**src/sv/afr_pkg.sv**
```systemverilog
package afr_pkg;

	localparam int MAX_FRAME  = 32;
	localparam int COUNT_W    = 6;
	localparam int TICK_W     = 16;
	localparam int CFG_DATA_W = 16;

	localparam logic [7:0]         HEADER_BYTE      = 8'hFB;
	localparam logic [COUNT_W-1:0] MIN_FRAME        = COUNT_W'(5);
	localparam logic [COUNT_W-1:0] MAX_FRAME_LEN    = COUNT_W'(MAX_FRAME);
	localparam logic [COUNT_W-1:0] STATUS_COUNT     = COUNT_W'(4);
	localparam logic [COUNT_W-1:0] RST_FRAME_LENGTH = COUNT_W'(5);
	localparam logic [TICK_W-1:0]  RST_TIMEOUT      = TICK_W'(100);
	localparam logic [TICK_W-1:0]  TICK_MAX         = '1;

	typedef enum logic [0:0] {
		CFG_FRAME_LENGTH  = 1'b0,
		CFG_TIMEOUT_TICKS = 1'b1
	} cfg_index_t;

	typedef enum logic [1:0] {
		FUNC_START = 2'd0,
		FUNC_BYTE  = 2'd1,
		FUNC_TICK  = 2'd2
	} func_t;

	typedef enum logic [0:0] {
		OUTCOME_FRAME   = 1'b0,
		OUTCOME_TIMEOUT = 1'b1
	} outcome_t;

	typedef struct packed {
		func_t      func;
		logic [7:0] byte_value;
	} in_item_t;

	typedef struct packed {
		outcome_t   outcome;
		logic [7:0] status_byte;
	} out_item_t;

	typedef struct packed {
		logic               armed;
		logic [COUNT_W-1:0] byte_count;
		logic [7:0]         running_sum;
		logic [7:0]         captured_status;
		logic [TICK_W-1:0]  elapsed_ticks;
	} rx_state_t;

endpackage

```
**src/sv/afr_step.sv**
```systemverilog
module afr_step (
	input  afr_pkg::rx_state_t                 st,
	input  afr_pkg::in_item_t                  item,
	input  logic [afr_pkg::COUNT_W-1:0]        frame_length,
	input  logic [afr_pkg::TICK_W-1:0]         timeout_ticks,
	output afr_pkg::rx_state_t                 st_nxt,
	output logic                               emit,
	output afr_pkg::out_item_t                 res
);
	import afr_pkg::*;

	logic [COUNT_W-1:0] len;
	logic [COUNT_W-1:0] count_inc;
	logic [TICK_W-1:0]  ticks_inc;

	always_comb begin
		if (frame_length < MIN_FRAME) begin
			len = MIN_FRAME;
		end else if (frame_length > MAX_FRAME_LEN) begin
			len = MAX_FRAME_LEN;
		end else begin
			len = frame_length;
		end
	end

	assign count_inc = st.byte_count + COUNT_W'(1);
	assign ticks_inc = (st.elapsed_ticks != TICK_MAX) ? st.elapsed_ticks + TICK_W'(1)
		: st.elapsed_ticks;

	always_comb begin
		st_nxt          = st;
		emit            = 1'b0;
		res.outcome     = OUTCOME_FRAME;
		res.status_byte = st.captured_status;
		case (item.func)
			FUNC_START: begin
				st_nxt.armed           = 1'b1;
				st_nxt.byte_count      = '0;
				st_nxt.running_sum     = '0;
				st_nxt.captured_status = '0;
				st_nxt.elapsed_ticks   = '0;
				if (timeout_ticks == '0) begin
					emit                   = 1'b1;
					res.outcome            = OUTCOME_TIMEOUT;
					res.status_byte        = '0;
					st_nxt.armed           = 1'b0;
				end
			end
			FUNC_BYTE: begin
				if (st.armed && !(st.byte_count == '0 && item.byte_value != HEADER_BYTE)) begin
					if (count_inc >= len) begin
						st_nxt.byte_count  = '0;
						st_nxt.running_sum = '0;
						if (item.byte_value == st.running_sum) begin
							emit         = 1'b1;
							st_nxt.armed = 1'b0;
						end
					end else begin
						st_nxt.byte_count  = count_inc;
						st_nxt.running_sum = st.running_sum + item.byte_value;
						if (count_inc == STATUS_COUNT) begin
							st_nxt.captured_status = item.byte_value;
						end
					end
				end
			end
			FUNC_TICK: begin
				if (st.armed) begin
					st_nxt.elapsed_ticks = ticks_inc;
					if (ticks_inc >= timeout_ticks) begin
						emit            = 1'b1;
						res.outcome     = OUTCOME_TIMEOUT;
						res.status_byte = '0;
						st_nxt.armed    = 1'b0;
					end
				end
			end
			default: begin
			end
		endcase
	end

endmodule

```
**src/sv/ack_frame_receiver.sv**
```systemverilog
// Servo reply frame receiver.
// Input channel (in_valid/in_stall/in_item) carries start, byte and tick
// transactions; output channel (out_valid/out_stall/out_item) carries at most
// one result per input: a good frame with its status byte, or a timeout.
// Configuration: cfg_we writes cfg_data to register cfg_index
// (0 frame length, 1 timeout ticks); the user is to write only while the
// block is idle, which the block itself does not enforce. An accepted
// input loads the input register; its result, if any, then loads the
// output register once free. Throughput: one input per cycle while in_stall
// is low, as the single state register is read and written in the same cycle.
// The output register is also the hold stage: while out_stall holds a
// pending result, the input register keeps its item and in_stall rises;
// a held-back item never overwrites a waiting result.
// Reset: receiver disarmed, counters cleared, frame length 5, timeout 100,
// both pipeline stages empty.
module ack_frame_receiver (
	input  logic                              clk,
	input  logic                              arst_n,
	input  logic                              in_valid,
	output logic                              in_stall,
	input  afr_pkg::in_item_t                 in_item,
	output logic                              out_valid,
	input  logic                              out_stall,
	output afr_pkg::out_item_t                out_item,
	input  logic                              cfg_we,
	input  afr_pkg::cfg_index_t               cfg_index,
	input  logic [afr_pkg::CFG_DATA_W-1:0]    cfg_data
);
	import afr_pkg::*;

	logic               valid_s1;
	in_item_t           item_s1;
	logic               advance;
	rx_state_t          st_q;
	rx_state_t          st_nxt;
	logic               emit;
	out_item_t          res;
	logic [COUNT_W-1:0] frame_length_q;
	logic [TICK_W-1:0]  timeout_ticks_q;
	logic               out_valid_q;
	out_item_t          out_item_q;

	assign advance  = !out_valid_q || !out_stall;
	assign in_stall = valid_s1 && !advance;

	always_ff @(posedge clk or negedge arst_n) begin
		if (!arst_n) begin
			frame_length_q  <= RST_FRAME_LENGTH;
			timeout_ticks_q <= RST_TIMEOUT;
		end else if (cfg_we) begin
			case (cfg_index)
				CFG_FRAME_LENGTH:  frame_length_q  <= cfg_data[COUNT_W-1:0];
				CFG_TIMEOUT_TICKS: timeout_ticks_q <= cfg_data[TICK_W-1:0];
				default: begin
				end
			endcase
		end
	end

	always_ff @(posedge clk or negedge arst_n) begin
		if (!arst_n) begin
			valid_s1 <= 1'b0;
		end else if (!in_stall) begin
			valid_s1 <= in_valid;
		end
	end

	always_ff @(posedge clk) begin
		if (!in_stall && in_valid) begin
			item_s1 <= in_item;
		end
	end

	afr_step u_step (
		.st            (st_q),
		.item          (item_s1),
		.frame_length  (frame_length_q),
		.timeout_ticks (timeout_ticks_q),
		.st_nxt        (st_nxt),
		.emit          (emit),
		.res           (res)
	);

	always_ff @(posedge clk or negedge arst_n) begin
		if (!arst_n) begin
			st_q <= '0;
		end else if (valid_s1 && advance) begin
			st_q <= st_nxt;
		end
	end

	always_ff @(posedge clk or negedge arst_n) begin
		if (!arst_n) begin
			out_valid_q <= 1'b0;
		end else if (advance) begin
			out_valid_q <= valid_s1 && emit;
		end
	end

	always_ff @(posedge clk) begin
		if (advance && valid_s1 && emit) begin
			out_item_q <= res;
		end
	end

	assign out_valid = out_valid_q;
	assign out_item  = out_item_q;

endmodule

```
**config.mk**
```make
export PLATFORM = sky130hd
export DESIGN_NAME = ack_frame_receiver
export DESIGN_NICKNAME = d
export VERILOG_FILES = /design/src/sv/afr_pkg.sv /design/src/sv/afr_step.sv /design/src/sv/ack_frame_receiver.sv
export SDC_FILE = /design/constraint.sdc
export NUM_CORES = 1
export LEC_CHECK = 0
export CORE_MARGIN = 2
export CORE_UTILIZATION = 55
export CTS_CLUSTER_SIZE = 28
export DETAILED_ROUTE_END_ITERATION = 16
export DONT_BUFFER_PORTS = 1
export GPL_ROUTABILITY_DRIVEN = 0
export PLACE_DENSITY = 0.75
export SLEW_MARGIN = 25
export SYNTH_ARGS = -nofsm -noshare
export SYNTH_HDL_FRONTEND = slang
export SYNTH_SLANG_ARGS = --single-unit
export TNS_END_PERCENT = 50
```
**constraint.sdc**
```tcl
create_clock -name clk -period 5.5 [get_ports clk]
set_input_delay 1.1 -clock clk [delete_from_list [all_inputs] [get_ports clk]]
set_output_delay 1.1 -clock clk [all_outputs]
set_load 0.01 [all_outputs]
```
---- Word level (Yosys, flattened, before mapping) ----
Cells that the tools add are included.
storage, ports and cells
  latch bits .............................. 0
  memories kept ........................... 0
  bits of input ports ..................... 32
  output and inout port bits .............. 11
  register bits after elaboration ......... 82
  word-level logic and storage cells ...... 85
  ROM bits ................................ 0
  RAM bits ................................ 0
operators by class
  shift operators ......................... 0
  reduce and logical (&&, ||, !) cells .... 25
  equality and inequality tests ........... 12
  div/mod/pow operators ................... 0
  mux-type cells .......................... 27
  order comparisons ....................... 4
  $add $sub $neg .......................... 3
  bitwise gates (word level) .............. 1
  multiply operators ...................... 0
operators with widths
  cell                     number
  $pmux W22 S2             1
  $mux W16                 2
  $pmux W16 S2             1
  $mux W9                  3
  $mux W23                 1
  $pmux W9 S2              1
  $add A16 B1 Y16 const B  1
  $ge A16 B16 Y1           1
  $logic_not A16 Y1        1
  $mux W8                  2
  $ne A16 B16 Y1 const B   1
  $mux W14                 1
  $mux W6                  2
  $mux W1                  11
  $reduce_and A5 Y1        2
  $add A8 B8 Y8            1
  $eq A8 B8 Y1             1
  $ne A2 B1 Y1 const B     4
  $ne A8 B8 Y1 const B     1
  $logic_and A1 B1 Y1      7
  $add A6 B1 Y6 const B    1
  $eq A6 B3 Y1 const B     1
  $ge A6 B6 Y1             1
  $gt A6 B6 Y1 const B     1
  14 further kinds         23

---- Depth between registers and ports, before layout ----
  word-level depth ........................ 8
  depth in mapped cells ................... 16
  gate-level depth less buffers ........... 14

---- Hierarchy ----
From an unflattened synthesis, not the netlist that was laid out.
second synthesis, totals
  cells, all modules ...................... 490
  area total of the unflattened synthesis .. 5,298.8 sq um
modules (own cells, without submodules)
  module              area each (sq um)  cells an instance  times used  seq. area each (sq um)
  ack_frame_receiver  2,991.6            160                1           2,153.3
  afr_step            2,307.2            330                1           0.0

---- Worst setup path before layout ----
Ideal clock, no wire load.
  path kind ............................... reg2reg
  start point ............................. register st_q[0] (netlist name)
  end point ............................... register out_item_q (netlist bit out_item[0]), enable pin
  cell stages (with the launch flop) ...... 16
  path buffers ............................ 2
  period minus slack after synthesis ...... 3.623 ns
  setup time .............................. 0.374 ns
  arrival time ............................ 3.249 ns
  required time ........................... 5.126 ns
  slack ................................... 1.877 ns
  cell sequence ........................... dfrtp_1 ha_1 and3_4 nand3_2 or3_1 buf_6 buf_6 nand2_1 xnor2_1 ha_1 nand4_1 nor2_1 a211oi_1 o21ai_0 a221oi_1 nor2_1
on the way
  longest elaborated chain between the ends .. 7
  elaborated cells between the ends (all ways) .. 8
  classes of those cells .................. add/sub (1); order compare (1); eq/ne (1); mux (4); reduce/logical (1)
ends and longest elaborated chain
  what                                               RTL line                   text
  start, declared                                    ack_frame_receiver.sv:34   rx_state_t st_q;
  start signal, assigned                             ack_frame_receiver.sv:88   st_q <= st_nxt;
  $add A16 B1 Y16 or $ne A16 B16 Y1 (tied branches)  afr_step.sv:27             assign ticks_inc = (st.elapsed_ticks != TICK_MAX) ? st.elapsed_ticks + TICK_W'(1)
  $mux W16 (*)                                       afr_step.sv:27
  $ge A16 B16 Y1 (*)                                 afr_step.sv:70             if (ticks_inc >= timeout_ticks) begin
  $mux W1 (*)                                        afr_step.sv:70
  $mux W1 (*)                                        afr_step.sv:68             if (st.armed) begin
  $pmux W1 S3 (*)                                    afr_step.sv:35             case (item.func)
  $logic_and A1 B1 Y1 (*)                            ack_frame_receiver.sv:101  if (advance && valid_s1 && emit) begin
  end signal, assigned                               ack_frame_receiver.sv:102  out_item_q <= res;
  end, declared                                      ack_frame_receiver.sv:41   out_item_t out_item_q;
Mark *: on every way between the ends. The rest lies on a longest branch, timed or not.
A chain may end at the register's enable or synchronous reset.

---- Final worst setup path ----
  start point ............................. register st_q[0] (netlist name)
  end point ............................... register out_item_q (netlist bit out_item[3]), enable pin
Same word-level chain as after synthesis.

==> out/results.ini <==
[status]
status=completed

[drt]
drt-initial-drc-count=171
dr.pass1.iters=4
vias_per_cell=6.051
routed_wl_um=9370
vias=3328
wl_per_cell_um=17.04
drc=0
antenna_left=0

[timing]
holdWs_ns=0.4247
rsz0062_at_grt=false
period_share_pct=77.18
fmax_mhz=235.6
layout_min_cycle_time_ns=4.245
final-setup-viol-count=0
fin_setup_tns_ns=0
maxSlewHeadroom_pct=35.83
clock_skew_ns=0.008284
worst_slew_pin_slew_ns=0.9590
finalMaxSlewViolations=0
final-hold-violation-count=0

[logic_synthesis]
yosys_warnings=0
synth_seq_area_share_pct=45.93
ys.flop_type=dfrtp_1
syn_area_per_cell_um2=10.58
synth_nets=512
synthCells=443
synth.distinct_cells=55
synth_area_mm2=0.004688
synth_edf_count=19
ys_async_sr_fraction_pct=76.83
synth-seq-cells=82

[worst_setup_path]
required_ns=5.50
start_kind=flip-flop
crit_path_end_kind=flip-flop
critPathMaxFanout=15
arrival_ns=4.24
timing_worst_setup_path_type=flip-flop to flip-flop

[clock_network]
cts_made_buffers=9
cts_resized=0
cts_sinks=82
root_buffer=clkbuf_8
cts_tree=done
post_cts_buffers=0
h-tree-depth=3
cts.path.max_buffers=2
path_clk_slew_ns=0.09
cts_hold_buf=0
clock_latency_ns=0.36

[power_and_ir_drop]
p_comb_share_pct=15.3
p_int_uw=923.4
leakage_uw=0.002126
seqPwrFrac_pct=54.7
vdd_drop_max_mv=0.1579
clock_power_share_pct=30.0
powerDensity_mw_per_mm2=267.1
p_sw_share_pct=29.47
switchingPower_uw=385.8

[cells_and_area]
final_core_util_pct=59.36
area_growth_pct=4.564
final_nets=509
instances_no_fill=550
mostFrequentLayoutCells=dfrtp_1 (58), nand2_1 (40), ha_1 (36), nor2_1 (27), inv_1 (25)
final_common_cell=dfrtp_1
filler_cell_count=690
diodes=0
drive_gt1_share_pct=11.01

[die]
die_w_um=96.33
fp-row-count=33
core_mm2=0.008258
die_h_um=96.33
num_io_pins=43
start_util_pct=56.77
die_area_mm2=0.009279

[place]
placed_cells=534
dp_hpwl_um=6829
io_buffers=0

[global_routing]
grt_overflow=0
grt_pass1_wl_um=15440
grt_use_total_pct=21.86
grt_pass1_vias=3127
antenna_found_initial=0
grt_max_degree=64

[min_path]
hold_class=input pin to async pin

[flow_run]
drv_cap=0

==> cells in the mapped netlist, types with 2 or more instances <==
cell type  count  share of area, %
o21ai_1        4              0.43
a22o_1        23               4.3
ha_1          36               9.6
dfrtp_1       58                31
and4_1         2              0.37
o211ai_1       2              0.32
nand3_1       14               1.5
nor3_1         5              0.53
dfstp_2        5               2.8
buf_2          3              0.32
nand4_1        3              0.40
nand2_1       40               3.2
nor4_1         6              0.80
nor2_1        27               2.2
a41oi_1        2              0.37
and2_1        10               1.3
buf_4          3              0.48
xnor2_1       16               3.0
buf_6          3              0.72
and3_1         5              0.67
o31ai_1        6              0.96
nor4b_1        3              0.56
a21oi_1       22               2.3
o21ai_0       18               1.9
a211oi_1       3              0.48
nor2b_1        4              0.53
nand2b_1       9               1.2
edfxtp_1      19                12
inv_1         25               2.0
a21o_1         5              0.80
clkbuf_1       5              0.40
mux2_2        22               5.3
a31oi_1        7              0.93
xor2_1         6               1.1
o41ai_1        2              0.37
==> cell families (layout without fill, tap and decap cells) <==
logic type	Yosys count	count (layout)	share of synthesized area, %
fa+ha+maj	37	37	10.03
buf+inv	39	41	3.923
mux	23	23	5.498
simple gates	136	136	15.16
compound gates	104	104	15.35
flops	82	82	45.93
xor+xnor	22	22	4.110
==> critical path, stage by stage (launching register included) <==
cell and delay, ns:
dfrtp_1 0.47, ha_1 0.25, and3_4 0.22, nand3_2 0.18, or3_1 0.66, nand2_1 0.21
xnor2_1 0.09, ha_1 0.31, nand2_1 0.06, o21ai_0 0.15, a211oi_1 0.09, o21ai_0 0.42
a221oi_1 0.19, nor2_1 0.59
==> path summary, 6_finish.rpt <==
path                       depth (start not counted)                             end  slack, ns            startpoint
max in group asynchronous                          0  timeout_ticks_q[2]$_DFFE_PN1P_       4.85                arst_n
setup / recovery                                  13           out_item[3]$_DFFE_PP_       1.26   st_q[0]$_DFFE_PN0P_
setup reg to reg                                  13           out_item[3]$_DFFE_PP_       1.26   st_q[0]$_DFFE_PN0P_
hold / removal                                     0            st_q[17]$_DFFE_PN0P_       0.42                arst_n
hold reg to reg                                    1            st_q[22]$_DFFE_PN0P_       0.51  st_q[22]$_DFFE_PN0P_
min in group clk                                   1            st_q[22]$_DFFE_PN0P_       0.51  st_q[22]$_DFFE_PN0P_
==> through the flow <==
| stage | setup slack [ns] | total power [µW] | cell area [µm²] |
|---|---|---|---|
| CTS | 1.270 | 1318 | 4896 |
| floorplan | 1.877 | 874.5 | 4688 |
| finish | 1.255 | 1309 | 4902 |
| global placement | 1.462 | 911.6 | 4730 |
| global route | 0.8886 | 1373 | 4902 |
| detailed placement | 1.283 | 927.3 | 4730 |
==> area by class of cell <==
type / count / area, µm² / area share [%]
Inverter: 25 / 93.84 / 1.914
Tap cell: 105 / 131.4 / 2.680
Clock buffer: 9 / 123.9 / 2.527
Multi-Input combinational cell: 322 / 2357 / 48.09
Sequential cell: 82 / 2153 / 43.93
Clock inverter: 7 / 42.54 / 0.8678
==> layer usage <==
| metal | wire length, µm | vias up | GRT usage (%) |
|---|---|---|---|
| met5 | 0 | - | 0 |
| met4 | 163 | 0 | 7.277 |
| met3 | 501 | 16 | 4.699 |
| met2 | 4230 | 79 | 33.04 |
| met1 | 4475 | 1619 | 31.35 |
| li1 | - | 1614 | - |
==> power groups by stage <==
| stage | registers [µW] | logic (µW) | clock network, µW |
|---|---|---|---|
| after detailed placement | 728 | 200 | 0 |
| after floorplan | 710 | 164 | 0 |
| after CTS | 715 | 201 | 402 |
| after global placement | 723 | 188 | 0 |
| after global routing | 722 | 233 | 418 |
| final | 716 | 201 | 393 |
==> sequential cells by signal, indices dropped and copies added (netlist names) <==
name and count:
out_item 9, st_q 39, valid_s1 1, timeout_ticks_q 16, frame_length_q 6, out_valid 1, item_s1 10
Power figures use the tool's default switching activity.
